### config.mk
export PLATFORM = sky130hd
export DESIGN_NAME = led_strip_pattern_generator_flat
export DESIGN_NICKNAME = d
export VERILOG_FILES = /design/src/hdl/lspg_pkg.sv /design/src/hdl/lspg_if.sv /design/src/hdl/lspg_pixel.sv /design/src/hdl/led_strip_pattern_generator.sv /design/src/flat_wrapper.sv
export SDC_FILE = /design/constraint.sdc
export NUM_CORES = 1
export LEC_CHECK = 0
export BUFFER_PORTS_ARGS = -buffer_cell sky130_fd_sc_hd__buf_2
export CAP_MARGIN = 20
export CELL_PAD_IN_SITES_DETAIL_PLACEMENT = 0
export CELL_PAD_IN_SITES_GLOBAL_PLACEMENT = 1
export CORE_UTILIZATION = 51
export DETAILED_ROUTE_END_ITERATION = 12
export PLACE_DENSITY_LB_ADDON = 0.1
export SLEW_MARGIN = 30
export SYNTH_ARGS = -nofsm -noshare
export SYNTH_HDL_FRONTEND = slang
export SYNTH_HIERARCHICAL = 1
export SYNTH_SLANG_ARGS = --single-unit
### constraint.sdc
create_clock -name clk -period 12.96 [get_ports clk]
set_clock_uncertainty 0.2 [all_clocks]
set_input_delay 1.944 -clock clk [delete_from_list [all_inputs] [get_ports clk]]
set_output_delay 1.944 -clock clk [all_outputs]
set_load 0.01 [all_outputs]
### src/hdl/lspg_pkg.sv
// ----------------------------------------------------------------------------
// lspg_pkg
// Shared constants, tables, types and helpers of the LED strip pattern
// generator.
// ----------------------------------------------------------------------------
package lspg_pkg;

  // Strip geometry
  localparam int STRIP_LEN  = 144;
  localparam int DOT_COUNT  = 8;
  localparam int POS_W      = $clog2(STRIP_LEN);
  localparam int IDX_W      = 8;
  localparam int CMP_W      = ((POS_W > IDX_W) ? POS_W : IDX_W) + 1;
  localparam int QUARTER    = STRIP_LEN / 4;
  localparam int THIRD      = STRIP_LEN / 3;
  localparam int TWO_THIRDS = (2 * STRIP_LEN) / 3;

  // Configuration port
  localparam int CFG_W   = 3;
  localparam int CFG_A_W = 2;
  localparam logic [CFG_A_W-1:0] CFG_MOTION_MODE      = 2'd0;
  localparam logic [CFG_A_W-1:0] CFG_COLOR_INDEX      = 2'd1;
  localparam logic [CFG_A_W-1:0] CFG_BRIGHTNESS_LEVEL = 2'd2;

  // Animation modes; any other code shows the solid colour
  localparam logic [2:0] MODE_DOTS     = 3'd0;
  localparam logic [2:0] MODE_BLINK    = 3'd1;
  localparam logic [2:0] MODE_WAVE     = 3'd2;
  localparam logic [2:0] MODE_PINGPONG = 3'd3;
  localparam logic [2:0] MODE_FLOW     = 3'd4;

  // Beat kinds
  localparam logic ACT_PIXEL   = 1'b0;
  localparam logic ACT_ADVANCE = 1'b1;

  // Random blink generator
  localparam logic [31:0] LFSR_SEED = 32'h1234_5678;
  localparam logic [31:0] LFSR_TAPS = 32'h8020_0003;

  // Colour tables
  localparam logic [23:0] BASE_PALETTE [5] = '{
    24'h200000, 24'h002000, 24'h000020, 24'h202000, 24'h201010
  };
  localparam logic [23:0] DOT_PALETTE [8] = '{
    24'h200000, 24'h201000, 24'h202000, 24'h002000,
    24'h002020, 24'h000020, 24'h100010, 24'h200010
  };
  localparam logic [7:0] LEVEL_TABLE [5] = '{
    8'd30, 8'd60, 8'd100, 8'd150, 8'd255
  };

  // Position state of all modes
  typedef struct packed {
    logic [POS_W-1:0] dot_offset;
    logic [POS_W-1:0] wave_centre;
    logic [POS_W-1:0] bounce_position;
    logic             bounce_forward;
    logic [POS_W-1:0] flow_position;
    logic [31:0]      random_shift;
  } lspg_state_t;

  // Table indexes above four saturate
  function automatic logic [2:0] sat4(input logic [2:0] v);
    return (v > 3'd4) ? 3'd4 : v;
  endfunction

  // Step one LED along the strip, wrapping at the end
  function automatic logic [POS_W-1:0] next_pos(input logic [POS_W-1:0] p);
    return (p == POS_W'(STRIP_LEN - 1)) ? '0 : p + 1'b1;
  endfunction

endpackage

### src/hdl/lspg_if.sv
// ----------------------------------------------------------------------------
// lspg request and response channels
// Valid/ready stream interfaces carrying request and pixel response beats.
// ----------------------------------------------------------------------------
interface lspg_req_if;
  logic       valid;
  logic       ready;
  logic       action;
  logic [7:0] led_index;

  modport source (output valid, action, led_index, input ready);
  modport sink   (input valid, action, led_index, output ready);
endinterface

interface lspg_rsp_if;
  logic        valid;
  logic        ready;
  logic [23:0] pixel_color;
  logic [7:0]  strip_brightness;

  modport source (output valid, pixel_color, strip_brightness, input ready);
  modport sink   (input valid, pixel_color, strip_brightness, output ready);
endinterface

### src/hdl/lspg_pixel.sv
// ----------------------------------------------------------------------------
// lspg_pixel
// Colour of one LED in the current frame for the selected animation mode.
// ----------------------------------------------------------------------------
module lspg_pixel
  import lspg_pkg::*;
(
  input  logic [2:0]       motion_mode,
  input  logic [2:0]       color_index,
  input  lspg_state_t      state,
  input  logic [IDX_W-1:0] led_index,
  output logic [23:0]      pixel_color
);

  logic [2:0]       c;
  logic [2:0]       c_plus1;
  logic [2:0]       c_plus2;
  logic [23:0]      base;
  logic [CMP_W-1:0] i;
  logic [CMP_W-1:0] dot_sum;
  logic [CMP_W-1:0] dot_dist;
  logic [CMP_W-1:0] wave_pos;
  logic [CMP_W-1:0] wave_dist;
  logic [CMP_W-1:0] flow_sum;
  logic [CMP_W-1:0] flow_p;

  // Palette selection, neighbours wrap modulo five
  assign c       = sat4(color_index);
  assign c_plus1 = (c == 3'd4) ? 3'd0 : c + 3'd1;
  assign c_plus2 = (c >= 3'd3) ? c - 3'd3 : c + 3'd2;
  assign base    = BASE_PALETTE[c];
  assign i       = CMP_W'(led_index);

  // Distance behind the first dot
  assign dot_sum  = i + CMP_W'(STRIP_LEN) - CMP_W'(state.dot_offset);
  assign dot_dist = (dot_sum >= CMP_W'(STRIP_LEN)) ? dot_sum - CMP_W'(STRIP_LEN) : dot_sum;

  // Distance from the wave centre
  assign wave_pos  = CMP_W'(state.wave_centre);
  assign wave_dist = (wave_pos > i) ? wave_pos - i : i - wave_pos;

  // Flow phase
  assign flow_sum = i + CMP_W'(state.flow_position);
  assign flow_p   = (flow_sum >= CMP_W'(STRIP_LEN)) ? flow_sum - CMP_W'(STRIP_LEN) : flow_sum;

  // Mode select
  always_comb begin
    pixel_color = base;
    if (i >= CMP_W'(STRIP_LEN)) begin
      pixel_color = '0;
    end else begin
      unique case (motion_mode)
        MODE_DOTS: begin
          if (dot_dist < CMP_W'(DOT_COUNT)) pixel_color = DOT_PALETTE[dot_dist[2:0]];
        end
        MODE_BLINK: begin
          pixel_color = state.random_shift[0] ? base : '0;
        end
        MODE_WAVE: begin
          pixel_color = (wave_dist < CMP_W'(QUARTER)) ? base : '0;
        end
        MODE_PINGPONG: begin
          pixel_color = (i == CMP_W'(state.bounce_position)) ? base : '0;
        end
        MODE_FLOW: begin
          if (flow_p < CMP_W'(THIRD))           pixel_color = base;
          else if (flow_p < CMP_W'(TWO_THIRDS)) pixel_color = BASE_PALETTE[c_plus1];
          else                                  pixel_color = BASE_PALETTE[c_plus2];
        end
        default: begin
          pixel_color = base;
        end
      endcase
    end
  end

endmodule

### src/hdl/led_strip_pattern_generator.sv
// ----------------------------------------------------------------------------
// led_strip_pattern_generator
// Per-LED colour generator for a 1-D strip with several animation modes.
// ----------------------------------------------------------------------------
// Takes one request beat per clock unless a pixel request waits on a stalled
// response. A pixel request gives one registered response beat (colour and
// brightness); a frame-advance request gives none and moves the active mode's
// position on the cycle it leaves the input register. The input register
// feeds the colour logic and the output register directly, so request ready
// follows response ready in the same cycle once both registers hold pixels.
// Configuration writes are to be made only with no request in flight.
module led_strip_pattern_generator
  import lspg_pkg::*;
(
  input  logic               clk,
  input  logic               rst,
  lspg_req_if.sink           req,
  lspg_rsp_if.source         rsp,
  input  logic               wr_en,
  input  logic [CFG_A_W-1:0] wr_index,
  input  logic [CFG_W-1:0]   wr_data
);

  logic [2:0]       motion_mode;
  logic [2:0]       color_index;
  logic [2:0]       brightness_level;

  lspg_state_t      state;
  lspg_state_t      state_next;

  logic             s1_valid;
  logic             s1_action;
  logic [IDX_W-1:0] s1_led_index;
  logic             s1_go;
  logic             out_free;

  logic [23:0]      color;
  logic [POS_W-1:0] bounce_step;
  logic             in_strip;

  logic             rsp_valid;
  logic [23:0]      rsp_color;
  logic [7:0]       rsp_bright;

  // Configuration registers
  always_ff @(posedge clk) begin
    if (rst) begin
      motion_mode      <= '0;
      color_index      <= '0;
      brightness_level <= '0;
    end else if (wr_en) begin
      unique case (wr_index)
        CFG_MOTION_MODE:      motion_mode      <= wr_data;
        CFG_COLOR_INDEX:      color_index      <= wr_data;
        CFG_BRIGHTNESS_LEVEL: brightness_level <= wr_data;
        default: ;
      endcase
    end
  end

  // Handshake: advance beats drain without needing the output register
  assign out_free  = !rsp_valid || rsp.ready;
  assign s1_go     = s1_valid && (s1_action == ACT_ADVANCE || out_free);
  assign req.ready = !s1_valid || s1_go;

  // Input register
  always_ff @(posedge clk) begin
    if (rst) begin
      s1_valid <= 1'b0;
    end else if (req.ready) begin
      s1_valid <= req.valid;
    end
  end

  always_ff @(posedge clk) begin
    if (req.ready && req.valid) begin
      s1_action    <= req.action;
      s1_led_index <= req.led_index;
    end
  end

  // Colour of the held request
  lspg_pixel u_pixel (
    .motion_mode (motion_mode),
    .color_index (color_index),
    .state       (state),
    .led_index   (s1_led_index),
    .pixel_color (color)
  );

  assign in_strip = CMP_W'(s1_led_index) < CMP_W'(STRIP_LEN);

  // Ping-pong step, clamped at both ends
  always_comb begin
    if (state.bounce_forward) begin
      bounce_step = (state.bounce_position == POS_W'(STRIP_LEN - 1))
                  ? POS_W'(STRIP_LEN - 1) : state.bounce_position + 1'b1;
    end else begin
      bounce_step = (state.bounce_position == '0) ? '0 : state.bounce_position - 1'b1;
    end
  end

  // Position state update
  always_comb begin
    state_next = state;
    if (s1_go) begin
      if (s1_action == ACT_ADVANCE) begin
        unique case (motion_mode)
          MODE_DOTS: state_next.dot_offset  = next_pos(state.dot_offset);
          MODE_WAVE: state_next.wave_centre = next_pos(state.wave_centre);
          MODE_PINGPONG: begin
            state_next.bounce_position = bounce_step;
            if (bounce_step == POS_W'(STRIP_LEN - 1) || bounce_step == '0)
              state_next.bounce_forward = !state.bounce_forward;
          end
          MODE_FLOW: state_next.flow_position = next_pos(state.flow_position);
          default: ;
        endcase
      end else if (motion_mode == MODE_BLINK && in_strip) begin
        // Galois step per in-strip blink pixel
        state_next.random_shift = state.random_shift[0]
                                ? ((state.random_shift >> 1) ^ LFSR_TAPS)
                                : (state.random_shift >> 1);
      end
    end
  end

  always_ff @(posedge clk) begin
    if (rst) begin
      state.dot_offset      <= POS_W'(1);
      state.wave_centre     <= '0;
      state.bounce_position <= '0;
      state.bounce_forward  <= 1'b1;
      state.flow_position   <= '0;
      state.random_shift    <= LFSR_SEED;
    end else begin
      state <= state_next;
    end
  end

  // Output register
  always_ff @(posedge clk) begin
    if (rst) begin
      rsp_valid <= 1'b0;
    end else if (out_free) begin
      rsp_valid <= s1_go && s1_action == ACT_PIXEL;
    end
  end

  always_ff @(posedge clk) begin
    if (s1_go && s1_action == ACT_PIXEL) begin
      rsp_color  <= color;
      rsp_bright <= LEVEL_TABLE[sat4(brightness_level)];
    end
  end

  assign rsp.valid            = rsp_valid;
  assign rsp.pixel_color      = rsp_color;
  assign rsp.strip_brightness = rsp_bright;

`ifndef NO_ASSERTIONS
  // A pixel beat leaving the input register always lands in the output register
  a_pixel_lands: assert property (@(posedge clk) disable iff (rst)
    s1_go && s1_action == ACT_PIXEL |=> rsp.valid)
    else $error("pixel beat lost");

  // Frame advance outside ping-pong leaves the bounce state alone
  a_bounce_kept: assert property (@(posedge clk) disable iff (rst)
    s1_go && s1_action == ACT_ADVANCE && motion_mode != MODE_PINGPONG
    |=> $stable(state.bounce_position) && $stable(state.bounce_forward))
    else $error("bounce state moved in another mode");

  // Dot, flow and ping-pong positions stay on the strip
  a_pos_range: assert property (@(posedge clk) disable iff (rst)
    CMP_W'(state.bounce_position) < CMP_W'(STRIP_LEN)
    && CMP_W'(state.dot_offset) < CMP_W'(STRIP_LEN)
    && CMP_W'(state.flow_position) < CMP_W'(STRIP_LEN))
    else $error("position off the strip");

  // The blink generator never locks up
  a_lfsr_live: assert property (@(posedge clk) disable iff (rst)
    state.random_shift != '0)
    else $error("blink generator reached zero");
`endif

endmodule

### src/flat_wrapper.sv
// flat-port wrapper written by rule: the top's interface ports become plain ports
module led_strip_pattern_generator_flat import lspg_pkg::*;
  (clk, rst, wr_en, wr_index, wr_data, req_valid, req_action, req_led_index, req_ready, rsp_valid, rsp_pixel_color, rsp_strip_brightness, rsp_ready);
  lspg_req_if req_i ();
  lspg_rsp_if rsp_i ();
  input  logic clk;
  input  logic rst;
  input  logic wr_en;
  input  logic [CFG_A_W-1:0] wr_index;
  input  logic [CFG_W-1:0] wr_data;
  input wire logic [$bits(req_i.valid)-1:0] req_valid;
  input wire logic [$bits(req_i.action)-1:0] req_action;
  input wire logic [$bits(req_i.led_index)-1:0] req_led_index;
  output wire logic [$bits(req_i.ready)-1:0] req_ready;
  output wire logic [$bits(rsp_i.valid)-1:0] rsp_valid;
  output wire logic [$bits(rsp_i.pixel_color)-1:0] rsp_pixel_color;
  output wire logic [$bits(rsp_i.strip_brightness)-1:0] rsp_strip_brightness;
  input wire logic [$bits(rsp_i.ready)-1:0] rsp_ready;
  assign req_i.valid = req_valid;
  assign req_i.action = req_action;
  assign req_i.led_index = req_led_index;
  assign req_ready = req_i.ready;
  assign rsp_valid = rsp_i.valid;
  assign rsp_pixel_color = rsp_i.pixel_color;
  assign rsp_strip_brightness = rsp_i.strip_brightness;
  assign rsp_i.ready = rsp_ready;
  led_strip_pattern_generator u_core (.clk(clk), .rst(rst), .req(req_i), .rsp(rsp_i), .wr_en(wr_en), .wr_index(wr_index), .wr_data(wr_data));
endmodule
======== Word level (Yosys, flattened, before mapping) ========
Memory sizes are Yosys's and may differ from the RTL's. A register that Yosys moved wholly into a read port is not among the register bits.
Index checks and enable logic that the tools add are counted.
Widths: inputs -> output; s select.
operators by class
  reductions and logical operators ........ 24
  $add $sub $neg .......................... 15
  bitwise logic cells ..................... 7
  equal/unequal tests ..................... 13
  mux-type cells .......................... 29
  magnitude comparators ................... 16
operators by type and width
  kind                 number
  $mux 24              14
  $pmux 24 s5          1
  $mux 8               6
  $eq 8x8->1 const B   5
  $add 8x1->8 const B  4
  $mux 32              1
  $mux 9               3
  $not 3->4            6
  $ge 9x8->1 const B   2
  $lt 9x6->1 const B   2
  $sub 8x8->9          2
  $sub 9x8->9 const B  2
  $ge 4x4->1 const B   4
  $logic_not 8->1      2
  $reduce_and 3->1     5
  $mux 3               4
  $add 8x8->9          1
  $add 8x8->9 const B  1
  $lt 9x4->1 const B   1
  $lt 9x7->1 const B   1
  $sub 9x8->9          1
  $eq 8x8->1           1
  $ge 8x8->1 const B   1
  $gt 8x8->1           1
  20 further kinds     33
storage, ports and cells
  ROM bits ................................ 832
  bits in registers ....................... 109
  memories kept ........................... 5
memory list
  name              depth  width  read ports  clocked after Yosys merged registers in  write ports  line                                RTL
  (name not given)  8      24     1           0                                        0            lspg_pixel.sv:68                    else pixel_color = BASE_PALETTE[c_plus2];
  (name not given)  8      24     1           0                                        0            lspg_pixel.sv:67                    else if (flow_p < CMP_W'(TWO_THIRDS)) pixel_color = BASE_PALETTE[c_plus1];
  (name not given)  8      24     1           0                                        0            lspg_pixel.sv:54                    if (dot_dist < CMP_W'(DOT_COUNT)) pixel_color = DOT_PALETTE[dot_dist[2:0]];
  (name not given)  8      24     1           0                                        0            lspg_pixel.sv:31                    assign base = BASE_PALETTE[c];
  (name not given)  8      8      1           1                                        0            led_strip_pattern_generator.sv:153  rsp_bright <= LEVEL_TABLE[sat4(brightness_level)];

======== Longest topological paths before layout ========
Gate-level depths: netlist of run 1.
  depth after elaboration ................. 11
  depth in mapped cells ................... 18
  mapped depth without buffers ............ 17

======== Modules after synthesis ========
Netlist of run 1, hierarchy kept.
by module, submodules not included
  module                       seq. area each (um2)  area an instance (um2)  cells an instance  times used
  led_strip_pattern_generator  2722.6                4862.2                  481                1
  lspg_pixel                   0.0                   2720.1                  367                1

======== Worst setup path before layout of run 1 ========
OpenSTA, ideal clock, no wires.
  path kind ............................... input port to output port
  from .................................... input rsp_ready
  to ...................................... output req_ready
  arrival time ............................ 2.344 ns
  path slack .............................. 8.472 ns
  required time ........................... 10.816 ns
  stages .................................. 3
  cells stage by stage .................... nand2b_1 > nor2_1 > inv_1
between the ends
  cells in the longest elaborated chain, start to end .. 4
RTL lines
  item               line                               RTL
  start, declared    flat_wrapper.sv:18                 input wire logic [$bits(rsp_i.ready)-1:0] rsp_ready;
  $logic_or 1x1->1   led_strip_pattern_generator.sv:62  assign out_free = !rsp_valid || rsp.ready;
  $logic_or 1x1->1   led_strip_pattern_generator.sv:63  assign s1_go = s1_valid && (s1_action == ACT_ADVANCE || out_free);
  $logic_and 1x1->1  led_strip_pattern_generator.sv:63
  $logic_or 1x1->1   led_strip_pattern_generator.sv:64  assign req.ready = !s1_valid || s1_go;
  end, declared      flat_wrapper.sv:14                 output wire logic [$bits(req_i.ready)-1:0] req_ready;
Every way passes these cells.

======== Worst setup path after layout of run 1 ========
Ends and elaborated chain as after synthesis.

==> results.md, run 1 <==
- FFs w/ async S/R, synth: 0
- Vias in the first global route: 5666
- Pre-Repair DR Iteration Count: 5
- CP top delay family: simple AND/OR/NAND/NOR gates
- Routed length per instance: 15.8 um
- Die height: 124 um
- Worst path arrival time: 2.59 ns
- Min-Delay Path Class: reg -> reg
- Cell Rows: 44
- Final setup fails: 0
- Most frequent cells in the layout: 97 x nand2_1, 76 x dfxtp_1, 75 x nor2_1
- Crit path cell chain: buf_2 -> nand2b_1 -> nor2_1 -> inv_1 -> buf_2
- Yosys warns: 6
- Status: complete, no violations
- Power per cell area: about 120 mW/mm2
- Cell Area, Synth: 0.00758 mm2
- Detailed Place HPWL: 12100 um
- Clk pin slew, worst setup/hold paths: 0.06 ns
- Clock latency on the worst-skew pair: 0.42 ns
- Post-CTS Setup Bufs: 0
- First-pass GRT wire length: 27400 um
- Cell count after synthesis: 848
- Most common cell after layout, fill and taps aside: nand2_1
- Leakage: 3.42 nW
- Clock buffer depth: 2
- EDFF count, synth: 40
- Worst Setup Slack, final: 8.23 ns
- CTS buffer count: 17
- GRT Total Usage: 0.232
- Hold slack: 0.249 ns
- CP required: 10.82 ns
- Crit path time final: 4.73 ns
- DIE WIDTH: 124 um
- FF+latch count, synth: 116
- Cts hold-fix bufs: 0
- Peak supply drop: between 0.0001 and 0.00015 V
- Core area: 0.0145 mm2
- Critical path capture point type: output pin
- Relative slew margins: 0.440
- Least-Margin Pin Slew: around 0.84 ns
- GRT overflow: 0
- Dpl cell area: 0.00787 mm2
- Layout cell share with drive strength beyond 1: 0.143
- Root buffer cell: clkbuf_16
- Crit path launch type: input port
- DR DRC count: 0
- CP max stage delay: 0.19 ns
- RSZ-0062 raised after global routing: no
- Tcrit/Tclk final: 0.365
- Port bufs: 51
- DRT antenna net count: 0
- Synth cell types: 99
- Placed cells: between 1000 and 1500
- Clock sinks: 116
- I/O pin count: 53
- Sequential area share after synthesis: 0.359
- Detailed Route Iter0 Violations: ~410
- Starting Density: 0.522
- Cts repair resizes: 0
- Max Cap Violations: 0
- Via density: 5.72
- Vias: between 6000 and 7000
- Final Hold Vio Count: 0
- Crit Path Category: in -> out
- Final Max Slew Viols: 0
- Setup TNS: 0 ns
- Final net count: 960
- Initial antenna violation count: 0
- Syn Area/Cell: 8.94 um2
- CP max FO: 3
- H-tree Lvls: 4
- Most frequent CP cell: buf_2
- Max Freq: 211 MHz
- Ant diodes: 0
- Largest net degree at the start of global routing: 69
- Slowest cell on the critical path: nor2_1
- Dpl ws: 8.23 ns
- Top_reg_cell synth: dfxtp_1
- Die ar.: between 0.015 and 0.02 mm2
- CP bufs+invs: 3
- Final WL: around 17000 um
- CTS tree: done
- Area delta synth->final: 12.1%
- Fin area: 0.00850 mm2
- Routability Congestion: 0.880
- Fin cells: 1082
-- through the flow --
| step | util | power [W] |
|---|---|---|
| floorplan | - | 0.000475 |
| global placement | 0.541 | 0.000493 |
| detailed placement | 0.541 | 0.000496 |
| CTS | 0.584 | 0.000993 |
| global route | 0.585 | 0.00102 |
| finish | 0.585 | 0.000983 |
-- path summary, 6_finish.rpt --
kind                               startpoint                              endpoint  slack [ns]  cells past startpoint
max                                 rsp_ready                             req_ready        8.23                      5
max reg2reg  u_core/s1_led_index[0]$_DFFE_PP_  u_core/rsp.pixel_color[13]$_DFFE_PP_        8.35                     17
min reg2reg     u_core/state[28]$_SDFFE_PP1P_         u_core/state[27]$_SDFFE_PP0P_        0.25                      2
min             u_core/state[28]$_SDFFE_PP1P_         u_core/state[27]$_SDFFE_PP0P_        0.25                      2
-- cell type report --
type                    instances  area, um2
clock buffers                  19        464
clock inverters                13        163
fillers                      1291       6030
inverters                      52        195
multi-input cells             645       4460
flip-flops and latches        116       2720
well taps                     184        230
repair buffers                 53        270
-- kinds of logic (layout without fill, tap and decap cells) --
kind of cell | Yosys count | count (layout) | share of synthesized area
compound gates | 168 | 168 | 0.158
xor+xnor | 44 | 44 | 0.0526
fa+ha+maj | 56 | 56 | 0.0944
buf+inv | 104 | 137 | 0.0634
flops | 116 | 116 | 0.359
mux | 27 | 27 | 0.0384
other cells | 2 | 19 | 0.000990
simple gates | 331 | 331 | 0.233
-- worst min-delay path, cell delays in order, from the launching register on --
cell	delay (ns)
dfxtp_1	0.31
nand2_1	0.05
a21oi_1	0.05
-- metal layers --
layer / part of all wire / track usage / vias up
met3: 0.048 / 0.0522 / 28
li1: - / - / 3077
met5: 0 / 0 / -
met4: 0.016 / 0.0863 / 0
met1: 0.46 / 0.300 / 2945
met2: 0.48 / 0.377 / 142
-- flip-flops by register name (all words and copies together), names as in the netlist --
register and flops:
u_core/state 65, u_core/rsp.pixel_color 24, u_core/s1_led_index 8, u_core/rsp.strip_brightness 7, u_core/brightness_level 3, u_core/color_index 3
u_core/motion_mode 3, u_core/rsp.valid 1, u_core/s1_action 1, u_core/s1_valid 1
-- synthesized netlist by cell type, types with 4 or more instances --
library cell  instances  area [um2]
a211o_1               5        43.8
a211oi_1              9        67.6
a21o_1                7        52.6
a21oi_1              51         255
a31oi_1               4        25.0
and2_1                4        25.0
and3_1                4        25.0
and4_1                4        35.0
buf_2                 6        30.0
buf_4                20         150
clkbuf_1             24        90.1
dfxtp_1              76        1520
edfxtp_1             40        1200
ha_1                 54         676
inv_1                51         191
mux2i_1              22         220
nand2_1              97         364
nand2b_1             15        93.8
nand3_1              19        95.1
nand3b_1             19         143
nand4_1               9        56.3
nand4b_1              4        35.0
nor2_1               75         282
nor2b_1               8        50.1
nor3_1               16        80.1
nor3b_1               6        45.0
nor4_1                7        43.8
nor4b_1               6        52.6
o211ai_1              6        45.0
o21a_1                5        37.5
o21ai_0              27         135
or2_2                 6        37.5
or3_1                 9        56.3
or4_1                 4        30.0
xnor2_1              21         184
xor2_1               22         193
-- where the power goes --
| part | switching (W) | internal (W) | total (W) | leakage [nW] |
|---|---|---|---|---|
| clock network | 0.000187 | 0.000306 | 0.000493 | 0.306 |
| logic | 0.0000572 | 0.0000414 | 0.0000986 | 2.13 |
| registers | 0.00000788 | 0.000384 | 0.000392 | 0.986 |
| total | 0.000252 | 0.000732 | 0.000983 | 3.42 |
Note: power is estimated with default switching activity, not from simulation.
==> run 2: changes to the inputs <==
Settings changed: CORE_UTILIZATION 51 to 43.
Clock period 12.96 ns to 4.3 ns, I/O delays scaled along.
==> run 2 against run 1 <==
Net effect: register-to-register slack got worse by 8.2 ns; clock power increased to 2.8 times the previous value; combinational power rose to 3.4 times the previous value; wire length rose by 4.2%; critical endpoint is now u_core/rsp.pixel_color[5]$_DFFE_PP_; first-iteration DRC count is 26% lower; via count shrank 0.63%; die area grew 18%; sequential share of layout area shrank 0.88 points; critical path type is now reg -> reg; power grew to 3.0 times the previous value; critical path depth is 12 higher.
==> results.md, run 2 (synthesis gave the netlist of run 1 again) <==
- Least-Margin Pin Slew: 0.884 ns
- CP max stage delay: 0.45 ns
- Die height: between 100 and 150 um
- Min-Delay Path Class: in -> reg
- Die ar.: 0.0182 mm2
- Routability Congestion: between 0.8 and 0.9
- Largest register FFs: 65
- Most frequent cells in the layout: 97 x nand2_1, 76 x dfxtp_1, 75 x nor2_1
- Clock sinks: 116
- Detailed Route Iter0 Violations: 298
- Starting Density: 0.440
- Critical Path Stages: 17
- Fin util: 0.507
- Detailed Place HPWL: roughly 13000 um
- Crit Path Category: reg -> reg
- CP required: 4.38 ns
- Placed cells: roughly 1100
- Setup TNS: 0 ns
- Met1 Use GR: 0.255
- Max Cap Violations: 0
- Filler cells: between 1500 and 2000
- Reg area: between 0.002 and 0.003 mm2
- Most flop-heavy register: u_core/state
- Final Max Slew Viols: 0
- Leakage: 3.51 nW
- Ant diodes: 0
- Root buffer cell: clkbuf_16
- Layout cell share with drive strength beyond 1: 0.174
- Clk pin slew, worst setup/hold paths: 0.06 ns
- Top Usage Layer GRT: met2
- Final Hold Vio Count: 0
- Clock latency on the worst-skew pair: 0.42 ns
- Largest net degree at the start of global routing: 50
- Clock buffer depth: 2
- Tcrit/Tclk final: 0.957
- Dpl cell area: 0.00800 mm2
- Cell Rows: 48
- Status: complete, no violations
- Worst Hold Depth: 1
- First-pass GRT wire length: roughly 29000 um
- Peak supply drop: around 0.00027 V
- Final WL: 17800 um
- Final net count: 978
- Worst reg-to-reg path cell count: 17
- Vias in the first global route: 5848
- Routing usage on met3: 0.0469
- CP max FO: 8
- Final setup fails: 0
- Most common cell after layout, fill and taps aside: nand2_1
- Via density: 5.39
- Dpl ws: -0.0638 ns
- DRT antenna net count: 0
- Initial antenna violation count: 0
- Multi-input logic area: 0.00455 mm2
- H-tree Lvls: 4
- DIE WIDTH: 135 um
- CTS buffer count: 17
- DR DRC count: 0
- Worst Setup Slack, final: 0.184 ns
- Area delta synth->final: 15.3%
- Crit path cell chain: ha_4 -> fa_2 -> a21o_1 -> a211oi_2 -> or2_4 -> inv_2 -> ha_4 -> nor4b_2 -> o211ai_1 -> o211ai_1 -> nor4_4 -> o32ai_4 -> nor3_4 -> nand4b_1 -> a41oi_2 -> a2bb2o_2 -> a21oi_2
- Cts hold-fix bufs: 0
- Relative slew margins: 0.409
- CTS tree: done
- Fin area: between 0.008 and 0.009 mm2
- CP bufs+invs: 1
- Fin cells: 1141
- Core area: around 0.017 mm2
- Critical path capture point type: flop
- Met2 usage: 0.332
- Worst path arrival time: roughly 4.2 ns
- Pre-Repair DR Iteration Count: 5
- Power per cell area: 332 mW/mm2
- I/O pin count: 53
- Port bufs: ~50
- Crit path time final: 4.12 ns
- Routed length per instance: 15.6 um
- Slowest cell on the critical path: edfxtp_1
- Crit path launch type: flop
- Max Freq: 243 MHz
- Vias: 6153
- CP top delay family: compound AO/OA/AOI/OAI gates
- GRT Total Usage: 0.200
- GRT overflow: 0
[run 2: cell count changes in the layout (fill, tap and decap cells not counted), moves of 2 or more]
cell	before	now
inv_2	1	3
clkinv_4	4	1
inv_1	50	48
ha_4	0	2
buf_4	2	19
a211oi_1	9	7
ha_1	54	52
inv_6	3	6
a211oi_2	0	2
[run 2: power by group]
part	internal, W	total, W	switching [W]
clock network	0.000819	0.00140	0.000579
registers	0.00116	0.00117	0.0000174
logic	0.000144	0.000333	0.000189
[run 2: per-layer routing]
layer / vias to the layer above / part of all wire
li1: 3121 / -
met1: 2905 / 0.48
met2: 108 / 0.47
met3: 19 / 0.039
met4: 0 / 0.018
met5: - / 0
[run 2: final timing paths]
check / start / endpoint / slack, ns
hold / removal: req_action / u_core/s1_action$_DFFE_PP_ / 0.21
hold reg to reg: u_core/state[24]$_SDFFE_PP0P_ / u_core/state[23]$_SDFFE_PP0P_ / 0.25
setup / recovery: u_core/s1_led_index[0]$_DFFE_PP_ / u_core/rsp.pixel_color[5]$_DFFE_PP_ / 0.18
setup reg to reg: u_core/s1_led_index[0]$_DFFE_PP_ / u_core/rsp.pixel_color[5]$_DFFE_PP_ / 0.18
[run 2: metrics by stage]
stage	hold slack, ns	power, W
CTS	0.193	0.00292
global route	0.193	0.00302
global placement	0.237	0.00150
finish	0.211	0.00291
floorplan	0.232	0.00143
detailed placement	0.243	0.00151
[run 2: cell type report]
cell class              instances  share of cell area
well taps                     225              0.0322
multi-input cells             645               0.521
flip-flops and latches        116               0.311
inverters                      52              0.0223
repair buffers                 71              0.0468
clock buffers                  17              0.0487
clock inverters                15              0.0179
[run 2: repair_timing]
action,in CTS,in global routing
hold endpoints to repair,0,0
endpoints found under the setup margin,2,5
buffers inserted,1,6
pin swaps,3,12
resized for setup,4,18
==> run 3: changes to the inputs <==
Settings changed: CELL_PAD_IN_SITES_DETAIL_PLACEMENT 0 to 2, CELL_PAD_IN_SITES_GLOBAL_PLACEMENT 1 to 2, CORE_UTILIZATION 43 to 35.
==> run 3 against run 2 <==
Net effect: sequential power hardly changed; sequential cell count stayed put; sequential share of layout area is 0.74 points lower; combinational power is 11% higher.
==> results.md, run 3 (synthesis gave the netlist of run 1 again) <==
- Via density: 5.41
- Vias: about 6500
- Tcrit/Tclk final: 0.992
- Routability Congestion: 0.799
- Power per cell area: roughly 340 mW/mm2
- Clk pin slew, worst setup/hold paths: 0.06 ns
- Detailed Place HPWL: between 15000 and 20000 um
- RSZ-0062 raised after global routing: yes
- Vias in the first global route: 7027
- Crit Path Category: reg -> reg
- Detailed Route Iter0 Violations: 186
- Max Cap Violations: 0
- Final net count: slightly below 1000
- Clock latency on the worst-skew pair: 0.42 ns
- Reg2reg start: u_core/s1_led_index[0]$_DFFE_PP_
- Largest register FFs: 65
- DIE WIDTH: ~150 um
- Most frequent cells in the layout: 97 x nand2_1, 75 x dfxtp_1, 73 x nor2_1
- CP max FO: 6
- Min-Delay Path Class: in -> reg
- Initial antenna violation count: 0
- Root buffer cell: clkbuf_16
- Cell Rows: 53
- Die ar.: 0.0223 mm2
- H-tree Lvls: 4
- Most common cell after layout, fill and taps aside: nand2_1
- Final setup fails: 0
- Peak supply drop: 0.000250 V
- I/O pin count: 53
- Clock buffer depth: 2
- Layout cell share with drive strength beyond 1: 0.188
- Reg power frac: 0.389
- CP required: 4.25 ns
- Core area: 0.0212 mm2
- CTS tree: done
- Crit path launch type: flop
- Setup TNS: 0 ns
- Worst path arrival time: 4.21 ns
- CTS buffer count: 17
- Routed length per instance: a little under 20 um
- Largest net degree at the start of global routing: 36
- GRT overflow: 0
- Clock sinks: 116
- Die height: 149 um
- Total power: 0.00302 W
- Area delta synth->final: 18.2%
- First-pass GRT wire length: 37600 um
- Final WL: 23300 um
- Relative slew margins: 0.343
- DRT antenna net count: 0
- Status: complete, no violations
- Sw Ratio: 0.263
- Most flop-heavy register: u_core/state
- Pre-Repair DR Iteration Count: 4
- Clk network pwr share: 0.489
- Port bufs: 51
- Leakage: between 3 and 4 nW
- Cts hold-fix bufs: 0
- Critical path capture point type: flop
- Crit path time final: 4.26 ns
- Starting Density: 0.358
- Max Freq: 234 MHz
- Switching power: 0.000795 W
- DR DRC count: 0
- Combinational Power Share: 0.122
- Hold slack: a little over 0.2 ns
- Final Hold Vio Count: 0
- GRT Total Usage: 0.217
- Final Max Slew Viols: 0
- CP startpoint: u_core/s1_led_index[0]$_DFFE_PP_
- Hold wc startpoint: req_led_index[5]
- Cell-internal power: 0.00222 W
- Ant diodes: 0
- Least-Margin Pin Slew: 0.983 ns
run 3: cell count changes in the layout (fill, tap and decap cells not counted), moves of 2 or more:
cell and delta:
ha_1 -4, clkinv_4 +2, nor2_1 -2, ha_4 +2
inv_6 -3, ha_2 +2, buf_4 +9, inv_4 +2
inv_8 -4
run 3: final cells by class:
cell class,instances,area [um2]
multi-input cells,645,4610
fillers,2351,12200
clock buffers,20,468
flip-flops and latches,116,2720
repair buffers,80,477
clock inverters,12,141
well taps,275,344
inverters,52,198
run 3: power groups by stage:
stage / logic (W) / clock network (W) / registers [W]
6_report: 0.000368 / 0.00148 / 0.00117
3_3_place_gp: 0.000312 / 0 / 0.00120
5_1_grt: 0.000402 / 0.00156 / 0.00118
3_5_place_dp: 0.000332 / 0 / 0.00120
2_1_floorplan: 0.000232 / 0 / 0.00120
4_1_cts: 0.000341 / 0.00151 / 0.00117
run 3: path summary, 6_finish.rpt:
kind                                                              to  slack, ns  cells after the start
worst min register to register         u_core/state[17]$_SDFFE_PP0P_       0.26                      2
worst min-delay path                u_core/s1_led_index[5]$_DFFE_PP_       0.21                      1
worst max register to register  u_core/rsp.pixel_color[13]$_DFFE_PP_       0.04                     17
worst max-delay path            u_core/rsp.pixel_color[13]$_DFFE_PP_       0.04                     17
run 3: worst max-delay path: stages (launching register included):
cell,delay [ns]
edfxtp_1,0.44
ha_4,0.21
fa_2,0.39
a21o_1,0.20
a211oi_2,0.23
or2_4,0.18
inv_4,0.04
ha_4,0.15
nor4b_4,0.12
o211ai_1,0.09
o211ai_1,0.16
nor4_4,0.38
o32ai_4,0.16
nor3_4,0.32
o21ai_0,0.17
a221oi_2,0.30
or4_1,0.15
o211ai_1,0.10
run 3: per-stage QoR:
stage	util	std cells	setup WS (ns)	area, um2
final	0.423	1200	0.0351	8960
after global routing	0.423	1200	-0.161	8960
after CTS	0.413	1190	0.000666	8740
after detailed placement	0.383	1157	-0.224	8100
after global placement	0.383	1157	0.0851	8100
after floorplan	-	865	0.161	7650
run 3: metal layers:
layer  vias up  routed length [um]  global-route usage
li1       3122                   -                   -
met1      3289               10800               0.269
met2        65               11900               0.387
met3        18                 335              0.0333
met4         0                 239              0.0592
met5         -                   0                   0
run 3: repair_timing:
item                                    in CTS  in global routing
endpoints found under the setup margin       5                  5
gates resized for setup                      4                 28
setup buffers                                1                 10
pin swaps                                    2                 14
cloned                                       0                  0
